File: src/design/dps_pkg.sv
package dps_pkg;

    localparam int POS_W      = 32;
    localparam int CFG_IDX_W  = 3;
    localparam int CFG_DATA_W = 20;

    typedef logic [POS_W-1:0] pos_t;

    typedef enum logic [CFG_IDX_W-1:0] {
        CFG_FAULT_TIMEOUT    = 3'd0,
        CFG_SETTLE_TICKS     = 3'd1,
        CFG_ARRIVE_TOLERANCE = 3'd2,
        CFG_TEST_OFFSET      = 3'd3,
        CFG_REFERENCE_SCALE  = 3'd4
    } cfg_index_t;

    localparam logic [15:0] FAULT_TIMEOUT_RST    = 16'd5000;
    localparam logic [15:0] SETTLE_TICKS_RST     = 16'd4000;
    localparam logic [7:0]  ARRIVE_TOLERANCE_RST = 8'd2;
    localparam logic [19:0] TEST_OFFSET_RST      = 20'd5000;
    localparam logic [7:0]  REFERENCE_SCALE_RST  = 8'd57;

    localparam logic signed [15:0] REF_MAX = 16'sd2047;
    localparam logic signed [15:0] REF_MIN = -16'sd2048;

    localparam logic [4:0] STAT_FAULT      = 5'h01;
    localparam logic [4:0] STAT_READY      = 5'h02;
    localparam logic [4:0] STAT_POWER_ON   = 5'h08;
    localparam logic [4:0] STAT_IDLE_READY = 5'h10;

    localparam logic [7:0] CTRL_BRAKE_OFF = 8'h04;
    localparam logic [7:0] CTRL_POWER_ON  = 8'h10;
    localparam logic [7:0] CTRL_STAGE_ON  = 8'h40;

    typedef struct packed {
        logic [15:0] fault_timeout;
        logic [15:0] settle_ticks;
        logic [7:0]  arrive_tolerance;
        logic [19:0] test_offset;
        logic [7:0]  reference_scale;
    } cfg_t;

    typedef struct packed {
        logic               ok;
        logic signed [11:0] reference;
        logic [7:0]         control;
        logic signed [20:0] offset;
    } frame_t;

    typedef struct packed {
        logic [2:0]         mode_index;
        logic [4:0]         status_byte;
        logic               motor_enable;
        logic               brake_release;
        logic               regulate;
        logic signed [31:0] position_error;
        logic               frame_ok;
        logic signed [11:0] command_reference;
    } res_t;

endpackage

File: src/design/dps_req_if.sv
interface dps_req_if;
    logic               valid;
    logic               ready;
    logic               opcode;
    logic signed [31:0] measured_position;
    logic [63:0]        frame_bytes;

    modport source
    (
        output valid,
        output opcode,
        output measured_position,
        output frame_bytes,
        input  ready
    );

    modport sink
    (
        input  valid,
        input  opcode,
        input  measured_position,
        input  frame_bytes,
        output ready
    );
endinterface

File: src/design/dps_res_if.sv
interface dps_res_if;
    logic               valid;
    logic               ready;
    logic [2:0]         mode_index;
    logic [4:0]         status_byte;
    logic               motor_enable;
    logic               brake_release;
    logic               regulate;
    logic signed [31:0] position_error;
    logic               frame_ok;
    logic signed [11:0] command_reference;

    modport source
    (
        output valid,
        output mode_index,
        output status_byte,
        output motor_enable,
        output brake_release,
        output regulate,
        output position_error,
        output frame_ok,
        output command_reference,
        input  ready
    );

    modport sink
    (
        input  valid,
        input  mode_index,
        input  status_byte,
        input  motor_enable,
        input  brake_release,
        input  regulate,
        input  position_error,
        input  frame_ok,
        input  command_reference,
        output ready
    );
endinterface

File: src/design/dps_cfg_regs.sv
module dps_cfg_regs
(
    input  logic                            clk,
    input  logic                            rst_n,
    input  logic                            cfg_we,
    input  logic [dps_pkg::CFG_IDX_W-1:0]   cfg_index,
    input  logic [dps_pkg::CFG_DATA_W-1:0]  cfg_data,
    output dps_pkg::cfg_t                   cfg
);

    dps_pkg::cfg_t cfg_reg;

    always_ff @(posedge clk or negedge rst_n)
    begin
        if (!rst_n)
        begin
            cfg_reg.fault_timeout    <= dps_pkg::FAULT_TIMEOUT_RST;
            cfg_reg.settle_ticks     <= dps_pkg::SETTLE_TICKS_RST;
            cfg_reg.arrive_tolerance <= dps_pkg::ARRIVE_TOLERANCE_RST;
            cfg_reg.test_offset      <= dps_pkg::TEST_OFFSET_RST;
            cfg_reg.reference_scale  <= dps_pkg::REFERENCE_SCALE_RST;
        end
        else if (cfg_we)
        begin
            // unknown indexes are dropped
            unique case (cfg_index)
                dps_pkg::CFG_FAULT_TIMEOUT:    cfg_reg.fault_timeout    <= cfg_data[15:0];
                dps_pkg::CFG_SETTLE_TICKS:     cfg_reg.settle_ticks     <= cfg_data[15:0];
                dps_pkg::CFG_ARRIVE_TOLERANCE: cfg_reg.arrive_tolerance <= cfg_data[7:0];
                dps_pkg::CFG_TEST_OFFSET:      cfg_reg.test_offset      <= cfg_data[19:0];
                dps_pkg::CFG_REFERENCE_SCALE:  cfg_reg.reference_scale  <= cfg_data[7:0];
                default:                       ;
            endcase
        end
    end

    assign cfg = cfg_reg;

endmodule

File: src/design/dps_frame_decode.sv
module dps_frame_decode
(
    input  logic [63:0]      frame_bytes,
    input  logic [7:0]       reference_scale,
    output dps_pkg::frame_t  frm
);

    logic [7:0]         checksum;
    logic signed [15:0] raw_ref;
    logic signed [11:0] clamped;
    logic signed [8:0]  scale_s;

    always_comb
    begin
        checksum = 8'd0;
        for (int k = 0; k < 8; k++)
        begin
            checksum = checksum ^ frame_bytes[8*k +: 8];
        end
    end

    assign raw_ref = signed'(frame_bytes[15:0]);

    always_comb
    begin
        if (raw_ref > dps_pkg::REF_MAX)
        begin
            clamped = dps_pkg::REF_MAX[11:0];
        end
        else if (raw_ref < dps_pkg::REF_MIN)
        begin
            clamped = dps_pkg::REF_MIN[11:0];
        end
        else
        begin
            clamped = raw_ref[11:0];
        end
    end

    assign scale_s       = signed'({1'b0, reference_scale});
    assign frm.ok        = (checksum == 8'd0);
    assign frm.reference = clamped;
    assign frm.control   = frame_bytes[55:48];
    assign frm.offset    = scale_s * clamped;

endmodule

File: src/design/dps_core.sv
module dps_core
(
    input  logic               clk,
    input  logic               rst_n,
    input  logic               advance,
    input  logic               opcode,
    input  logic signed [31:0] measured_position,
    input  dps_pkg::frame_t    frm,
    input  dps_pkg::cfg_t      cfg,
    output dps_pkg::res_t      res
);

    typedef enum logic [2:0] {
        MODE_WAIT   = 3'd0,
        MODE_TEST1  = 3'd1,
        MODE_TEST2  = 3'd2,
        MODE_TEST3  = 3'd3,
        MODE_LAUNCH = 3'd4,
        MODE_REMOTE = 3'd5,
        MODE_FAULT  = 3'd6
    } mode_t;

    mode_t              mode_reg,      mode_next;
    dps_pkg::pos_t      target_reg,    target_next;
    dps_pkg::pos_t      zero_reg,      zero_next;
    logic [15:0]        timer_reg,     timer_next;
    logic [4:0]         status_reg,    status_next;
    logic [7:0]         control_reg,   control_next;
    logic signed [11:0] last_ref_reg,  last_ref_next;
    logic               motor_reg,     motor_next;
    logic               brake_reg,     brake_next;

    dps_pkg::pos_t      meas_p;
    dps_pkg::pos_t      err;
    dps_pkg::pos_t      abs_err;
    dps_pkg::pos_t      offset_p;
    logic               arrived;
    logic [15:0]        timer_inc;
    logic               regulate;
    logic               frame_ok;
    logic signed [31:0] err_out;

    assign meas_p    = dps_pkg::POS_W'(measured_position);
    assign err       = target_reg - meas_p;
    assign abs_err   = err[dps_pkg::POS_W-1] ? (~err + 1'b1) : err;
    assign arrived   = (abs_err <= dps_pkg::POS_W'(cfg.arrive_tolerance));
    assign timer_inc = timer_reg + 16'd1;
    assign offset_p  = dps_pkg::POS_W'(cfg.test_offset);

    always_comb
    begin
        mode_next     = mode_reg;
        target_next   = target_reg;
        zero_next     = zero_reg;
        timer_next    = timer_reg;
        status_next   = status_reg;
        control_next  = control_reg;
        last_ref_next = last_ref_reg;
        motor_next    = motor_reg;
        brake_next    = brake_reg;
        regulate      = 1'b0;
        frame_ok      = 1'b0;
        err_out       = '0;

        if (opcode)
        begin
            if (frm.ok)
            begin
                last_ref_next = frm.reference;
                target_next   = dps_pkg::POS_W'(frm.offset) + zero_reg;
                control_next  = frm.control;
                frame_ok      = 1'b1;
            end
        end
        else
        begin
            err_out = 32'(signed'(err));
            unique case (mode_reg)
                MODE_WAIT:
                begin
                    status_next = dps_pkg::STAT_IDLE_READY;
                    if ((control_reg & dps_pkg::CTRL_POWER_ON) != 8'd0)
                    begin
                        zero_next   = meas_p;
                        target_next = meas_p + offset_p;
                        mode_next   = MODE_TEST1;
                        timer_next  = '0;
                        status_next = dps_pkg::STAT_IDLE_READY | dps_pkg::STAT_POWER_ON;
                        motor_next  = 1'b1;
                        brake_next  = 1'b1;
                    end
                end
                MODE_TEST1, MODE_TEST2, MODE_TEST3:
                begin
                    if (timer_reg >= cfg.fault_timeout)
                    begin
                        // drive outputs follow on the next tick in fault mode
                        mode_next = MODE_FAULT;
                    end
                    else
                    begin
                        timer_next = timer_inc;
                        if (mode_reg == MODE_TEST1)
                        begin
                            if (arrived)
                            begin
                                target_next = zero_reg - offset_p;
                                mode_next   = MODE_TEST2;
                                timer_next  = '0;
                            end
                            else
                            begin
                                regulate = 1'b1;
                            end
                        end
                        else if (mode_reg == MODE_TEST2)
                        begin
                            if (arrived)
                            begin
                                target_next = zero_reg;
                                mode_next   = MODE_TEST3;
                                timer_next  = '0;
                            end
                            regulate = 1'b1;
                        end
                        else
                        begin
                            if (arrived && (timer_inc >= cfg.settle_ticks))
                            begin
                                target_next = zero_reg;
                                mode_next   = MODE_LAUNCH;
                                timer_next  = '0;
                                motor_next  = 1'b0;
                                brake_next  = 1'b0;
                            end
                            else
                            begin
                                regulate = 1'b1;
                            end
                        end
                    end
                end
                MODE_LAUNCH:
                begin
                    status_next = status_reg | dps_pkg::STAT_POWER_ON;
                    if ((control_reg & dps_pkg::CTRL_STAGE_ON) == 8'd0)
                    begin
                        mode_next = MODE_FAULT;
                    end
                    else
                    begin
                        motor_next = 1'b1;
                        if ((control_reg & dps_pkg::CTRL_BRAKE_OFF) != 8'd0)
                        begin
                            mode_next  = MODE_REMOTE;
                            brake_next = 1'b1;
                        end
                    end
                end
                MODE_REMOTE:
                begin
                    status_next = status_reg | dps_pkg::STAT_READY;
                    regulate    = 1'b1;
                end
                default:
                begin
                    // fault, and the unused code as well
                    mode_next   = MODE_FAULT;
                    status_next = dps_pkg::STAT_FAULT;
                    motor_next  = 1'b0;
                    brake_next  = 1'b0;
                end
            endcase
        end
    end

    always_ff @(posedge clk or negedge rst_n)
    begin
        if (!rst_n)
        begin
            mode_reg     <= MODE_WAIT;
            target_reg   <= '0;
            zero_reg     <= '0;
            timer_reg    <= '0;
            status_reg   <= '0;
            control_reg  <= '0;
            last_ref_reg <= '0;
            motor_reg    <= 1'b0;
            brake_reg    <= 1'b0;
        end
        else if (advance)
        begin
            mode_reg     <= mode_next;
            target_reg   <= target_next;
            zero_reg     <= zero_next;
            timer_reg    <= timer_next;
            status_reg   <= status_next;
            control_reg  <= control_next;
            last_ref_reg <= last_ref_next;
            motor_reg    <= motor_next;
            brake_reg    <= brake_next;
        end
    end

    assign res.mode_index        = mode_next;
    assign res.status_byte       = status_next;
    assign res.motor_enable      = motor_next;
    assign res.brake_release     = brake_next;
    assign res.regulate          = regulate;
    assign res.position_error    = err_out;
    assign res.frame_ok          = frame_ok;
    assign res.command_reference = last_ref_next;

endmodule

File: src/design/drive_positioning_supervisor.sv
// Servo drive positioning supervisor.
// Requests arrive on req: opcode 1 is a command frame (frame_bytes, eight
// bytes whose XOR must be zero), opcode 0 is a control tick carrying
// measured_position. Every request gives exactly one result on res: mode,
// status byte, motor and brake commands, the position error with its
// regulate flag, the frame check flag and the last accepted reference.
// Registers are to be written through cfg_we / cfg_index / cfg_data only
// while no request is in flight; the block does not enforce this. Indexes
// beyond the register list are ignored. The request register loads at
// acceptance, and the sequencer and frame decode evaluate from it in a
// single pass into the result register, which drives res.valid. One
// request per cycle is taken while res.ready stays high, set by that
// single registered pass.
// Reset puts the sequencer in wait mode with motor off and brake applied,
// clears target, zero phase and control word, and loads register defaults.
// When res.ready is low the result holds and the request register keeps
// one more request; req.ready drops only when both are full.
module drive_positioning_supervisor
(
    input  logic                            clk,
    input  logic                            rst_n,
    dps_req_if.sink                         req,
    dps_res_if.source                       res,
    input  logic                            cfg_we,
    input  logic [dps_pkg::CFG_IDX_W-1:0]   cfg_index,
    input  logic [dps_pkg::CFG_DATA_W-1:0]  cfg_data
);

    logic               req_v_reg;
    logic               opcode_reg;
    logic signed [31:0] meas_reg;
    logic [63:0]        frame_reg;
    logic               res_v_reg;
    dps_pkg::res_t      res_reg;

    dps_pkg::cfg_t      cfg;
    dps_pkg::frame_t    frm;
    dps_pkg::res_t      res_next;
    logic               advance;

    assign advance   = req_v_reg && (!res_v_reg || res.ready);
    assign req.ready = !req_v_reg || advance;

    dps_cfg_regs u_cfg
    (
        .clk       (clk),
        .rst_n     (rst_n),
        .cfg_we    (cfg_we),
        .cfg_index (cfg_index),
        .cfg_data  (cfg_data),
        .cfg       (cfg)
    );

    dps_frame_decode u_frame
    (
        .frame_bytes     (frame_reg),
        .reference_scale (cfg.reference_scale),
        .frm             (frm)
    );

    dps_core u_core
    (
        .clk               (clk),
        .rst_n             (rst_n),
        .advance           (advance),
        .opcode            (opcode_reg),
        .measured_position (meas_reg),
        .frm               (frm),
        .cfg               (cfg),
        .res               (res_next)
    );

    always_ff @(posedge clk or negedge rst_n)
    begin
        if (!rst_n)
        begin
            req_v_reg <= 1'b0;
            res_v_reg <= 1'b0;
        end
        else
        begin
            if (req.valid && req.ready)
            begin
                req_v_reg <= 1'b1;
            end
            else if (advance)
            begin
                req_v_reg <= 1'b0;
            end

            if (advance)
            begin
                res_v_reg <= 1'b1;
            end
            else if (res.ready)
            begin
                res_v_reg <= 1'b0;
            end
        end
    end

    // payloads load on acceptance, res_reg on advance; hold otherwise
    always_ff @(posedge clk)
    begin
        if (req.valid && req.ready)
        begin
            opcode_reg <= req.opcode;
            meas_reg   <= req.measured_position;
            frame_reg  <= req.frame_bytes;
        end
        if (advance)
        begin
            res_reg <= res_next;
        end
    end

    assign res.valid             = res_v_reg;
    assign res.mode_index        = res_reg.mode_index;
    assign res.status_byte       = res_reg.status_byte;
    assign res.motor_enable      = res_reg.motor_enable;
    assign res.brake_release     = res_reg.brake_release;
    assign res.regulate          = res_reg.regulate;
    assign res.position_error    = res_reg.position_error;
    assign res.frame_ok          = res_reg.frame_ok;
    assign res.command_reference = res_reg.command_reference;

endmodule

File: src/flat_wrapper.sv
// flat-port wrapper written by rule: the top's interface ports become plain ports
module drive_positioning_supervisor_flat 
  (clk, rst_n, cfg_we, cfg_index, cfg_data, req_valid, req_opcode, req_measured_position, req_frame_bytes, req_ready, res_valid, res_mode_index, res_status_byte, res_motor_enable, res_brake_release, res_regulate, res_position_error, res_frame_ok, res_command_reference, res_ready);
  dps_req_if req_i ();
  dps_res_if res_i ();
  input  logic clk;
  input  logic rst_n;
  input  logic cfg_we;
  input  logic [dps_pkg::CFG_IDX_W-1:0] cfg_index;
  input  logic [dps_pkg::CFG_DATA_W-1:0] cfg_data;
  input wire logic [$bits(req_i.valid)-1:0] req_valid;
  input wire logic [$bits(req_i.opcode)-1:0] req_opcode;
  input wire logic [$bits(req_i.measured_position)-1:0] req_measured_position;
  input wire logic [$bits(req_i.frame_bytes)-1:0] req_frame_bytes;
  output wire logic [$bits(req_i.ready)-1:0] req_ready;
  output wire logic [$bits(res_i.valid)-1:0] res_valid;
  output wire logic [$bits(res_i.mode_index)-1:0] res_mode_index;
  output wire logic [$bits(res_i.status_byte)-1:0] res_status_byte;
  output wire logic [$bits(res_i.motor_enable)-1:0] res_motor_enable;
  output wire logic [$bits(res_i.brake_release)-1:0] res_brake_release;
  output wire logic [$bits(res_i.regulate)-1:0] res_regulate;
  output wire logic [$bits(res_i.position_error)-1:0] res_position_error;
  output wire logic [$bits(res_i.frame_ok)-1:0] res_frame_ok;
  output wire logic [$bits(res_i.command_reference)-1:0] res_command_reference;
  input wire logic [$bits(res_i.ready)-1:0] res_ready;
  assign req_i.valid = req_valid;
  assign req_i.opcode = req_opcode;
  assign req_i.measured_position = req_measured_position;
  assign req_i.frame_bytes = req_frame_bytes;
  assign req_ready = req_i.ready;
  assign res_valid = res_i.valid;
  assign res_mode_index = res_i.mode_index;
  assign res_status_byte = res_i.status_byte;
  assign res_motor_enable = res_i.motor_enable;
  assign res_brake_release = res_i.brake_release;
  assign res_regulate = res_i.regulate;
  assign res_position_error = res_i.position_error;
  assign res_frame_ok = res_i.frame_ok;
  assign res_command_reference = res_i.command_reference;
  assign res_i.ready = res_ready;
  drive_positioning_supervisor u_core (.clk(clk), .rst_n(rst_n), .req(req_i), .res(res_i), .cfg_we(cfg_we), .cfg_index(cfg_index), .cfg_data(cfg_data));
endmodule
File: config.mk
export PLATFORM = sky130hd
export DESIGN_NAME = drive_positioning_supervisor_flat
export DESIGN_NICKNAME = d
export VERILOG_FILES = /design/src/design/dps_pkg.sv /design/src/design/dps_req_if.sv /design/src/design/dps_res_if.sv /design/src/design/dps_cfg_regs.sv /design/src/design/dps_frame_decode.sv /design/src/design/dps_core.sv /design/src/design/drive_positioning_supervisor.sv /design/src/flat_wrapper.sv
export SDC_FILE = /design/constraint.sdc
export NUM_CORES = 1
export LEC_CHECK = 0
export BUFFER_PORTS_ARGS = -buffer_cell sky130_fd_sc_hd__buf_2
export CORE_UTILIZATION = 45
export DETAILED_ROUTE_END_ITERATION = 8
export GPL_ROUTABILITY_DRIVEN = 0
export SLEW_MARGIN = 20
export SYNTH_ARGS = -nofsm -noshare
export SYNTH_HDL_FRONTEND = slang
export SYNTH_HIERARCHICAL = 1
export SYNTH_SLANG_ARGS = --single-unit
File: constraint.sdc
create_clock -name clk -period 15.2 [get_ports clk]
set_input_delay 3.04 -clock clk [delete_from_list [all_inputs] [get_ports clk]]
set_output_delay 3.04 -clock clk [all_outputs]
set_load 0.02 [all_outputs]
# --- Word-level counts from Yosys, hierarchy flattened ---
# Index checks and enable logic that the tools add are counted.
word_totals:
  register_bits: 332
  in_bits: 125
  output_inout_bits: 58
op_classes:
  addsub: 6
  mul: 1
  order_cmp: 5
  n_eq_ne: 17
  n_mux: 64
  bitwise: 9
  n_reduce_logical: 25
ops:
  columns: ["operator", "n"]
  rows:
  - ["$mux W32", 10]
  - ["$mux W16", 6]
  - ["$pmux W32 S2", 1]
  - ["$xor A8 B8 Y8", 7]
  - ["$mux W12", 4]
  - ["$add A32 B1 Y32 const B", 1]
  - ["$add A32 B20 Y32", 1]
  - ["$add A32 B32 Y32", 1]
  - ["$ge A16 B16 Y1", 2]
  - ["$le A32 B8 Y1", 1]
  - ["$not A32 Y32", 1]
  - ["$pmux W16 S2", 1]
  - ["$sub A32 B20 Y32", 1]
  - ["$sub A32 B32 Y32", 1]
  - ["$mux W3", 10]
  - ["$mux W1", 25]
  - ["$mul A9 B12 Y21", 1]
  - ["$pmux W5 S4", 1]
  - ["$add A16 B1 Y16 const B", 1]
  - ["$gt A16 B12 Y1 const B", 1]
  - ["$logic_not A8 Y1", 2]
  - ["$lt A16 B12 Y1 const B", 1]
  - ["$eq A3 B2 Y1 const B", 4]
  - ["$pmux W3 S4", 1]
  - ["other kinds (23)", 42]

# --- Logic depth before layout (Yosys ltp) ---
# Gate-level depths: netlist of run 1.
logic_depth:
  depth_word: 12
  depth_mapped: 33
  ltp_nobuf: 31

# --- Hierarchy ---
# The synthesis of run 1 kept the hierarchy.
modules_own_cells:
  columns: ["module", "n_inst", "cells_per_inst", "area_each_um2", "seq_area_each_um2"]
  rows:
  - ["dps_core", 1, 1854, 13857.0, 2627.5]
  - ["drive_positioning_supervisor", 1, 161, 4698.3, 4644.5]
  - ["dps_frame_decode", 1, 514, 4384.2, 0.0]
  - ["dps_cfg_regs", 1, 148, 2608.8, 1727.9]

# --- Least setup slack after synthesis of run 1 ---
# OpenSTA, ideal clock, no wires.
synth_timing:
  path_kind: "register to register"
  start: "reg u_core.frame_reg[11]"
  end: "reg u_core.u_core.target_reg[31]"
  setup_ns: 0.086
  arrival_ns: 6.908
  path_slack_ns: 8.206
  stages_incl_launch_ff: 29
  path_buffers: 2
  period_less_slack_ns: 6.994
  cell_sequence: "edfxtp_1 > nor4_1 > nor2_1 > buf_2 > o21a_1 > buf_2 > and2_1 > fa_1 > fa_1 > inv_1 > fa_1 > fa_1 > inv_1 > ha_1 > and4_1 > o211ai_1 > a21oi_2 > o22ai_2 > xnor2_1 > ha_1 > o21ai_0 > nand2b_1 > nand4_1 > o21ai_0 > a21oi_1 > o21a_1 > or4_1 > and4_1 > a32oi_1"
synth_lines:
  columns: ["element", "line", "source"]
  rows:
  - ["start, declared", "drive_positioning_supervisor.sv:32", "logic [63:0] frame_reg;"]
  - ["start signal, assigned", "drive_positioning_supervisor.sv:109", "frame_reg <= req.frame_bytes;"]
  - ["end signal, assigned", "dps_core.sv:194", "target_reg <= target_next;"]
  - ["end, declared", "dps_core.sv:24", "dps_pkg::pos_t target_reg, target_next;"]

==> metrics.csv, run 1 <==
metric,value,unit
startpoint_type,flip-flop,
cp_slowest_stage_delay,0.60,ns
nets,3200,
syn2layout_area_growth,11.34,%
syn_avg_cell_area,9.547,µm²
slew_headroom,31.86,%
finalSetupViolCount,0,
drt-initial-drc-count,1671,
clock_latency,0.59,ns
viasPerCell,5.785,
cts.path.max_buffers,3,
cts_setup_buffers,0,
hp-class,reg -> reg,
place_area,0.02703,mm²
netlist_instances,2672,
rsz0062_at_grt,no,
grt_overflow,0,
power_density,211.1,mW/mm²
rrSetupSlack,6.84,ns
grt_pass1_wl,115100,µm
post-route-util,51.16,%
dp_hpwl,55900,µm
yosysWarnings,6,
period_needed,8.362,ns
first_global_vias,20610,
drive_gt1_share,15.43,%
ctsResizeCount,0,
crit_required,15.70,ns
crit_arrival,8.86,ns
final_area,0.02840,mm²
worst_pin_slew,1.017,ns
placement.io_buffers,182,
cts_root_buf,clkbuf_16,
final_antenna_net_count,0,
finalMaxSlewViolations,0,
core.rowCount,86,
period_share,55.02,%
drv_cap,0,
fp.coreArea,0.05552,mm²
die_area,0.05765,mm²
wl_per_cell,20.42,µm
skew,0.02414,ns
crit_slowest_cell,nor2_1,
vias,20750,
wl,73220,µm
grt_max_degree,72,
syn_nets,3065,
max-vdd-ir-drop,0.1697,mV
first_pass_iters,6,
fill_cells,5163,
htree_levels,2,
setup_tns,0,ns
cts_tree,built,
clock.fmax,119.6,MHz
track_usage,25.60,%
path_buf_inv,3,
drc,0,
end_kind,flip-flop,
cts_hold_buf,0,
synthesis.area,0.02551,mm²
cts.reportedPaths.clkPinSlew,0.06,ns
critPathKind,reg -> reg,
crit_fanout,13,
numCtsBuffers,40,
fp.dieW,240.1,µm
total_leakage_power,12.75,nW
ioPinCount,183,
start_util,45.95,%
largest_register_ff_count,68,
outcome,"finished, final reports clean",
antenna_found_initial,1,
critical_path.top_delay_family,adder cells,
fp.dieH,240.1,µm
cpMostUsedCell,fa_1,
finalHoldViolations,0,
cts.sinks,328,
antenna_cells,0,
layout make-up:
type                    instances  area [µm²]  share of cell area (%)
clock buffers                  53        1131                   3.982
clock inverters                20       221.5                  0.7797
inverters                     245       919.6                   3.238
multi-input cells            1987       15100                   53.16
flip-flops and latches        328        9000                   31.68
well taps                     748       935.9                   3.295
repair buffers                205        1096                   3.859
through the flow:
step | std cells | hold WS [ns] | worst slack [ns] | power (mW)
6_report | 3586 | 0.4718 | 6.838 | 5.995
5_1_grt | 3586 | 0.4948 | 6.326 | 6.460
4_1_cts | 3584 | 0.4773 | 6.905 | 5.966
3_5_place_dp | 3511 | 0.4632 | 6.946 | 4.950
3_3_place_gp | 3511 | 0.4545 | 7.174 | 4.863
2_1_floorplan | 2672 | 0.4418 | 8.206 | 4.044
routing by layer:
layer / part of all wire [%] / vias to the layer above / GRT usage [%]
li1: - / 9846 / -
met1: 43 / 10000 / 33.19
met2: 47 / 742 / 43.08
met3: 5.8 / 153 / 3.387
met4: 3.7 / 2 / 10.29
met5: 0.018 / - / 0
path summary, 6_finish.rpt:
path	start	endpoint	depth (start not counted)
min in group asynchronous	rst_n	u_core/u_core/zero_reg[22]	1
setup / recovery	u_core/frame_reg[15]	u_core/u_core/target_reg[31]	28
hold reg to reg	u_core/u_core/last_ref_reg[7]	u_core/u_core/last_ref_reg[7]	2
hold / removal	u_core/u_core/last_ref_reg[7]	u_core/u_core/last_ref_reg[7]	2
max in group asynchronous	rst_n	u_core/u_cfg/cfg[62]	3
setup reg to reg	u_core/frame_reg[15]	u_core/u_core/target_reg[31]	28
report_power, final:
group          internal (mW)  total, mW  switching [mW]
Sequential              1.06       1.15          0.0866
Clock                  0.580      0.980           0.400
Combinational           1.55       3.87            2.31
worst min-delay path, delay by kind of cell, from the launching register on:
kind / cells / cell delay, ns
DFF: 1 / 0.33
and+or+nand+nor: 2 / 0.11
layout by cell type (no fill, tap or decap), drive strengths merged, types with 82 or more instances in the layout:
cell type	count
nand2	270
nor2	154
mux2	88
o21ai	156
a21oi	128
ha	186
xnor2	140
dfrtp	154
buf	204
inv	245
edfxtp	153
fa	82
(Power assumes the default switching activity.)
==> run 2: changes to the inputs <==
- ABC_AREA: not set -> 1
- clock period: 15.2 -> 7.6 ns (I/O delays scaled with it)
==> run 2 against run 1 <==
Count of clock-buffer cells in the layout decreased by 1. Non-clock buffer count is 5 higher. Synthesized area increased by 3.8%. Total power grew 95%. Register-to-register slack worse by 6.3 ns. Utilization shrank 0.10 points. Largest cell class unchanged.
==> metrics.csv, run 2 <==
metric,value,unit,change
outcome,"finished, final reports clean",,
setup_tns,0,ns,unchanged
nets,4157,,+30%
total_leakage_power,15.39,nW,+21%
skew,0.02105,ns,-0.003085 ns
syn_nets,3984,,+30%
cts.path.max_buffers,3,,unchanged
vias,23160,,+12%
mostFrequentLayoutCells,"nand2_1 (1063), inv_1 (590), nor2_1 (278)",,
grt_max_degree,73,,+1.4%
numCtsBuffers,40,,unchanged
track_usage,24.80,%,-0.80 points
period_needed,7.109,ns,-1.254 ns
core.rowCount,88,,+2.3%
rsz0062_at_grt,no,,
yosysWarnings,6,,unchanged
power_density,396.3,mW/mm²,+88%
netlist_instances,3591,,+34%
drv_cap,0,,unchanged
fill_cells,5929,,+15%
r2r_end,u_core/u_core/target_reg[31],,
cts_tree,built,,
rrSetupSlack,0.49,ns,-6.35 ns
finalMaxSlewViolations,0,,unchanged
clkPwrFrac,16.4,%,about the same
drt-initial-drc-count,1495,,-11%
internal-power,5.879,mW,+84%
clock_latency,0.58,ns,about the same
synthesis.area,0.02649,mm²,+3.8%
place_ws,0.5771,ns,-6.369 ns
finalHoldViolations,0,,unchanged
seq_area,0.009000,mm²,unchanged
cts_hold_buf,0,,unchanged
syn_avg_cell_area,7.377,µm²,-23%
crit_arrival,7.61,ns,-1.25 ns
antenna_found_initial,2,,+1
power,11.72,mW,+95%
setup_slack,0.4911,ns,-6.346 ns
final_antenna_net_count,0,,unchanged
r2r_cells,36,,+29%
largest_register_ff_count,68,,unchanged
cts.sinks,328,,unchanged
syn2layout_area_growth,11.62,%,
fp.coreArea,0.05792,mm²,+4.3%
fp.dieH,244.6,µm,+1.9%
hp-class,reg -> reg,,
slew_headroom,42.14,%,+10 points
first_global_vias,22060,,+7.0%
drive_gt1_share,10.01,%,-5.4 points
cp_slowest_stage_delay,0.56,ns,-0.04 ns
switching_share,49.84,%,+3.1 points
grt_overflow,0,,unchanged
hold_depth,2,,unchanged
wl_per_cell,15.96,µm,-22%
multiInputGateArea,0.01479,mm²,-2.0%
grt_pass1_wl,117000,µm,+1.7%
wl,72800,µm,-0.57%
die_area,0.05984,mm²,+3.8%
switchingPower,5.840,mW,+110%
first_pass_iters,6,,unchanged
critPathKind,reg -> reg,,
crit_slowest_cell,fa_1,,
holdCritStartpoint,u_core/u_cfg/cfg[43],,
fp.dieW,244.6,µm,+1.9%
viasPerCell,5.076,,-12%
max-vdd-ir-drop,0.2295,mV,+35%
htree_levels,2,,unchanged
seqPwrFrac,20.1,%,+0.9 points
cts.reportedPaths.clkPinSlew,0.06,ns,about the same
drc,0,,unchanged
period_share,93.54,%,+39 points
crit-reg2reg-launch,u_core/frame_reg[11],,
cts_root_buf,clkbuf_16,,
final_common_cell,nand2_1,,
ioPinCount,183,,unchanged
placement.io_buffers,182,,unchanged
dp_hpwl,58020,µm,+3.8%
holdPathEnd,u_core/u_cfg/cfg[43],,
worst_pin_slew,0.8680,ns,-0.1494 ns
end_kind,flip-flop,,
crit_required,8.10,ns,-7.60 ns
crit_fanout,7,,-6
p_comb_share,63.5,%,-1.0 points
start_util,45.74,%,-0.21 points
cpMostUsedCell,nand2_1,,
clock.fmax,140.7,MHz,+18%
startpoint_type,flip-flop,,
finalSetupViolCount,0,,unchanged
[run 2: final cells by class]
| class | count | share of cell area [%] |
|---|---|---|
| inverters | 619 | 7.875 |
| well taps | 765 | 3.237 |
| clock inverters | 22 | 0.8632 |
| flip-flops and latches | 328 | 30.44 |
| multi-input cells | 2565 | 50.03 |
| diodes | 1 | 0.008463 |
| clock buffers | 52 | 3.639 |
| repair buffers | 210 | 3.906 |
[run 2: per-layer routing]
layer | up-vias | track usage, % | wire length (µm)
met5 | - | 0 | 13
met4 | 2 | 7.059 | 2028
met3 | 111 | 4.614 | 5077
met2 | 573 | 37.50 | 30980
met1 | 10670 | 35.99 | 34700
li1 | 11800 | - | -
[run 2: power by group through the flow]
stage / Clock, mW / Sequential [mW] / Combinational (mW)
after global placement: 0 / 2.37 / 7.35
after detailed placement: 0 / 2.38 / 7.34
after floorplan: 0 / 2.39 / 5.53
after global routing: 2.05 / 2.38 / 8.51
final: 1.92 / 2.35 / 7.45
after CTS: 1.98 / 2.35 / 7.38
[run 2: worst max path at each step]
| stage | start | to | slack (ns) | cells after the start |
|---|---|---|---|---|
| after CTS | u_core/frame_reg[11] | u_core/u_core/target_reg[30] | 0.53 | 36 |
| after global placement | u_core/frame_reg[11] | u_core/u_core/target_reg[30] | 0.67 | 32 |
| after floorplan | u_core/frame_reg[11] | u_core/u_core/target_reg[30] | 1.29 | 34 |
| after global routing | u_core/frame_reg[11] | u_core/u_core/target_reg[28] | 0.001 | 36 |
| after detailed placement | u_core/frame_reg[11] | u_core/u_core/target_reg[30] | 0.58 | 36 |
| final | u_core/frame_reg[11] | u_core/u_core/target_reg[31] | 0.49 | 36 |
[run 2: per-stage QoR]
stage | std cells | hold WS [ns] | utilization (%) | instance area (µm²)
global placement | 4483 | 0.4518 | 48.65 | 28180
detailed placement | 4483 | 0.4545 | 48.65 | 28180
floorplan | 3591 | 0.4419 | - | 26490
CTS | 4557 | 0.4637 | 50.95 | 29510
finish | 4562 | 0.4613 | 51.05 | 29570
global route | 4562 | 0.4804 | 51.05 | 29570
[run 2: what timing repair did]
action | 4_1_cts | 5_1_grt
buffers inserted | 0 | 4
gates resized for setup | 0 | 4
endpoints found under the setup margin | 0 | 3
[run 2: worst max-delay path, delay by kind of cell (launching register included)]
kind | cells | cell delay (ns)
AOI/OAI and AO/OA | 9 | 1.68
xor gates and xnor gates | 1 | 0.35
adders and majority gates | 6 | 2.79
buffers and inverters | 8 | 0.74
DFF | 1 | 0.42
and+or+nand+nor | 12 | 1.03
==> run 3: changes to the inputs <==
- CTS_BUF_LIST: not set -> sky130_fd_sc_hd__clkbuf_4
- PLACE_DENSITY_LB_ADDON: not set -> 0.25
==> run 3 against run 2 <==
Die area is the same. Final cell count grew 2.0%. Sequential share of layout area grew 0.21 points. Register-to-register slack gained 0.07 ns. Via count grew 2.4%. Routed wire length is essentially flat. Largest power group unchanged. Global-route usage is essentially flat. Clock skew grew 0.059 ns. Non-clock buffer count shrank 6.
==> metrics.csv, run 3 (synthesized netlist as in run 2, its figures left out) <==
metric,value,unit,change
outcome,"finished, final reports clean",,
cts_root_buf,clkbuf_4,,
drc,0,,unchanged
start_util,45.74,%,unchanged
htree_levels,3,,+1
die_area,0.05984,mm²,unchanged
first_pass_iters,6,,unchanged
holdPathEnd,u_core/u_cfg/cfg[44],,
fp.coreArea,0.05792,mm²,unchanged
wl,72840,µm,about the same
cpMostUsedCell,nand2_1,,
crit_arrival,7.81,ns,+0.20 ns
finalMaxSlewViolations,0,,unchanged
cts_hold_buf,0,,unchanged
drive_gt1_share,11.81,%,+1.8 points
largest_register_ff_count,68,,unchanged
nets,4204,,+1.1%
crit_required,8.37,ns,+0.27 ns
placement.io_buffers,182,,unchanged
power_density,390.1,mW/mm²,-1.6%
ioPinCount,183,,unchanged
cp_slowest_stage_delay,0.56,ns,about the same
cts.sinks,328,,unchanged
core.rowCount,88,,unchanged
fp.dieW,244.6,µm,unchanged
r2r_cells,36,,unchanged
place_area,0.02814,mm²,-0.13%
crit-reg2reg-launch,u_core/frame_reg[14],,
cts_tree,built,,
drt-initial-drc-count,1785,,+19%
seq_area,0.009000,mm²,unchanged
clock.fmax,142.1,MHz,+1.0%
setup_tns,0,ns,unchanged
clock_latency,0.87,ns,+0.29 ns
dp_hpwl,57130,µm,-1.5%
multiInputGateArea,0.01479,mm²,unchanged
cts.reportedPaths.clkPinSlew,0.07,ns,about the same
vias,23710,,+2.4%
total_leakage_power,15.41,nW,+0.15%
track_usage,24.76,%,-0.039 points
max-vdd-ir-drop,0.2644,mV,+15%
cts.path.max_buffers,3,,unchanged
fp.dieH,244.6,µm,unchanged
period_needed,7.036,ns,-0.07259 ns
worst_pin_slew,1.027,ns,+0.1592 ns
numCtsBuffers,93,,+130%
startpoint_type,flip-flop,,
r2r_end,u_core/u_core/target_reg[31],,
critPathKind,reg -> reg,,
slew_headroom,31.52,%,-11 points
period_share,92.58,%,-0.96 points
grt_pass1_wl,117000,µm,about the same
drv_cap,0,,unchanged
hold_depth,2,,unchanged
fill_cells,5921,,-0.13%
syn2layout_area_growth,10.86,%,
final_area,0.02937,mm²,-0.68%
skew,0.08021,ns,+0.05915 ns
crit_slowest_cell,fa_1,,
hp-class,reg -> reg,,
grt_overflow,0,,unchanged
grt_max_degree,114,,+56%
finalSetupViolCount,0,,unchanged
viasPerCell,5.097,,+0.40%
final_antenna_net_count,0,,unchanged
wl_per_cell,15.66,µm,-1.9%
rrSetupSlack,0.56,ns,+0.07 ns
power,11.46,mW,-2.3%
antenna_found_initial,1,,-1
mostFrequentLayoutCells,"nand2_1 (1063), inv_1 (589), nor2_1 (278)",,
finalHoldViolations,0,,unchanged
first_global_vias,22400,,+1.5%
crit_fanout,7,,unchanged
holdCritStartpoint,u_core/u_cfg/cfg[44],,
final_common_cell,nand2_1,,
end_kind,flip-flop,,
run 3: cell types whose count changed in the layout (fill, tap and decap cells not counted), sizes merged:
| cell | delta |
|---|---|
| clkbuf | +81 |
| clkinv | +19 |
| buf | -6 |
| bufinv | -3 |
| clkinvlp | -2 |
| inv | +1 |
run 3: layout make-up:
| cell class | count | share of cell area, % |
|---|---|---|
| Tap cell | 765 | 3.259 |
| Multi-Input combinational cell | 2565 | 50.38 |
| Sequential cell | 328 | 30.65 |
| Timing Repair Buffer | 204 | 3.737 |
| Antenna cell | 1 | 0.008521 |
| Inverter | 619 | 7.929 |
| Clock buffer | 133 | 3.400 |
| Clock inverter | 37 | 0.6433 |
run 3: repair_timing:
item	in CTS	in global routing
setup buffers	0	3
setup endpoints to repair	0	4
resized for setup	0	4
run 3: worst max-delay path by stage:
stage | slack [ns] | from | endpoint | depth (start not counted)
after floorplan | 1.29 | u_core/frame_reg[11] | u_core/u_core/target_reg[30] | 34
after global placement | 0.71 | u_core/frame_reg[11] | u_core/u_core/target_reg[30] | 36
after detailed placement | 0.57 | u_core/frame_reg[11] | u_core/u_core/target_reg[30] | 32
after CTS | 0.53 | u_core/frame_reg[13] | u_core/u_core/target_reg[30] | 35
after global routing | -0.005 | u_core/frame_reg[11] | u_core/u_core/target_reg[31] | 33
final | 0.56 | u_core/frame_reg[14] | u_core/u_core/target_reg[31] | 36
run 3: per-layer routing:
| metal | routed length (µm) | up-vias | global-route usage (%) | share of wire (%) |
|---|---|---|---|---|
| li1 | - | 11960 | - | - |
| met1 | 34190 | 10940 | 35.00 | 47 |
| met2 | 32010 | 719 | 38.02 | 44 |
| met3 | 5191 | 90 | 5.139 | 7.1 |
| met4 | 1440 | 0 | 7.335 | 2.0 |
| met5 | 0 | - | 0 | 0 |
run 3: power breakdown:
group	internal (mW)	total [mW]	switching [mW]	leakage, nW
registers	2.17	2.35	0.179	3.61
logic	2.59	7.48	4.89	11.1
clock network	0.819	1.63	0.810	0.706
total	5.58	11.5	5.87	15.4
run 3: critical path, delay by kind of cell (launching register included):
kind,cells,cell delay (ns)
fa+ha+maj,6,2.74
buf+inv,8,0.76
flops,1,0.35
compound gates,9,1.69
simple gates,12,1.05
xor+xnor,1,0.34
run 3: metrics by stage:
| step | setup WS [ns] | hold WS, ns | utilization, % | instances |
|---|---|---|---|---|
| after detailed placement | 0.5743 | 0.4525 | 48.58 | 4478 |
| final | 0.5637 | 0.4629 | 50.71 | 4652 |
| after floorplan | 1.293 | 0.4419 | - | 3591 |
| after global routing | -0.005220 | 0.4849 | 50.71 | 4652 |
| after CTS | 0.5349 | 0.4627 | 50.64 | 4648 |
| after global placement | 0.7122 | 0.4500 | 48.58 | 4478 |
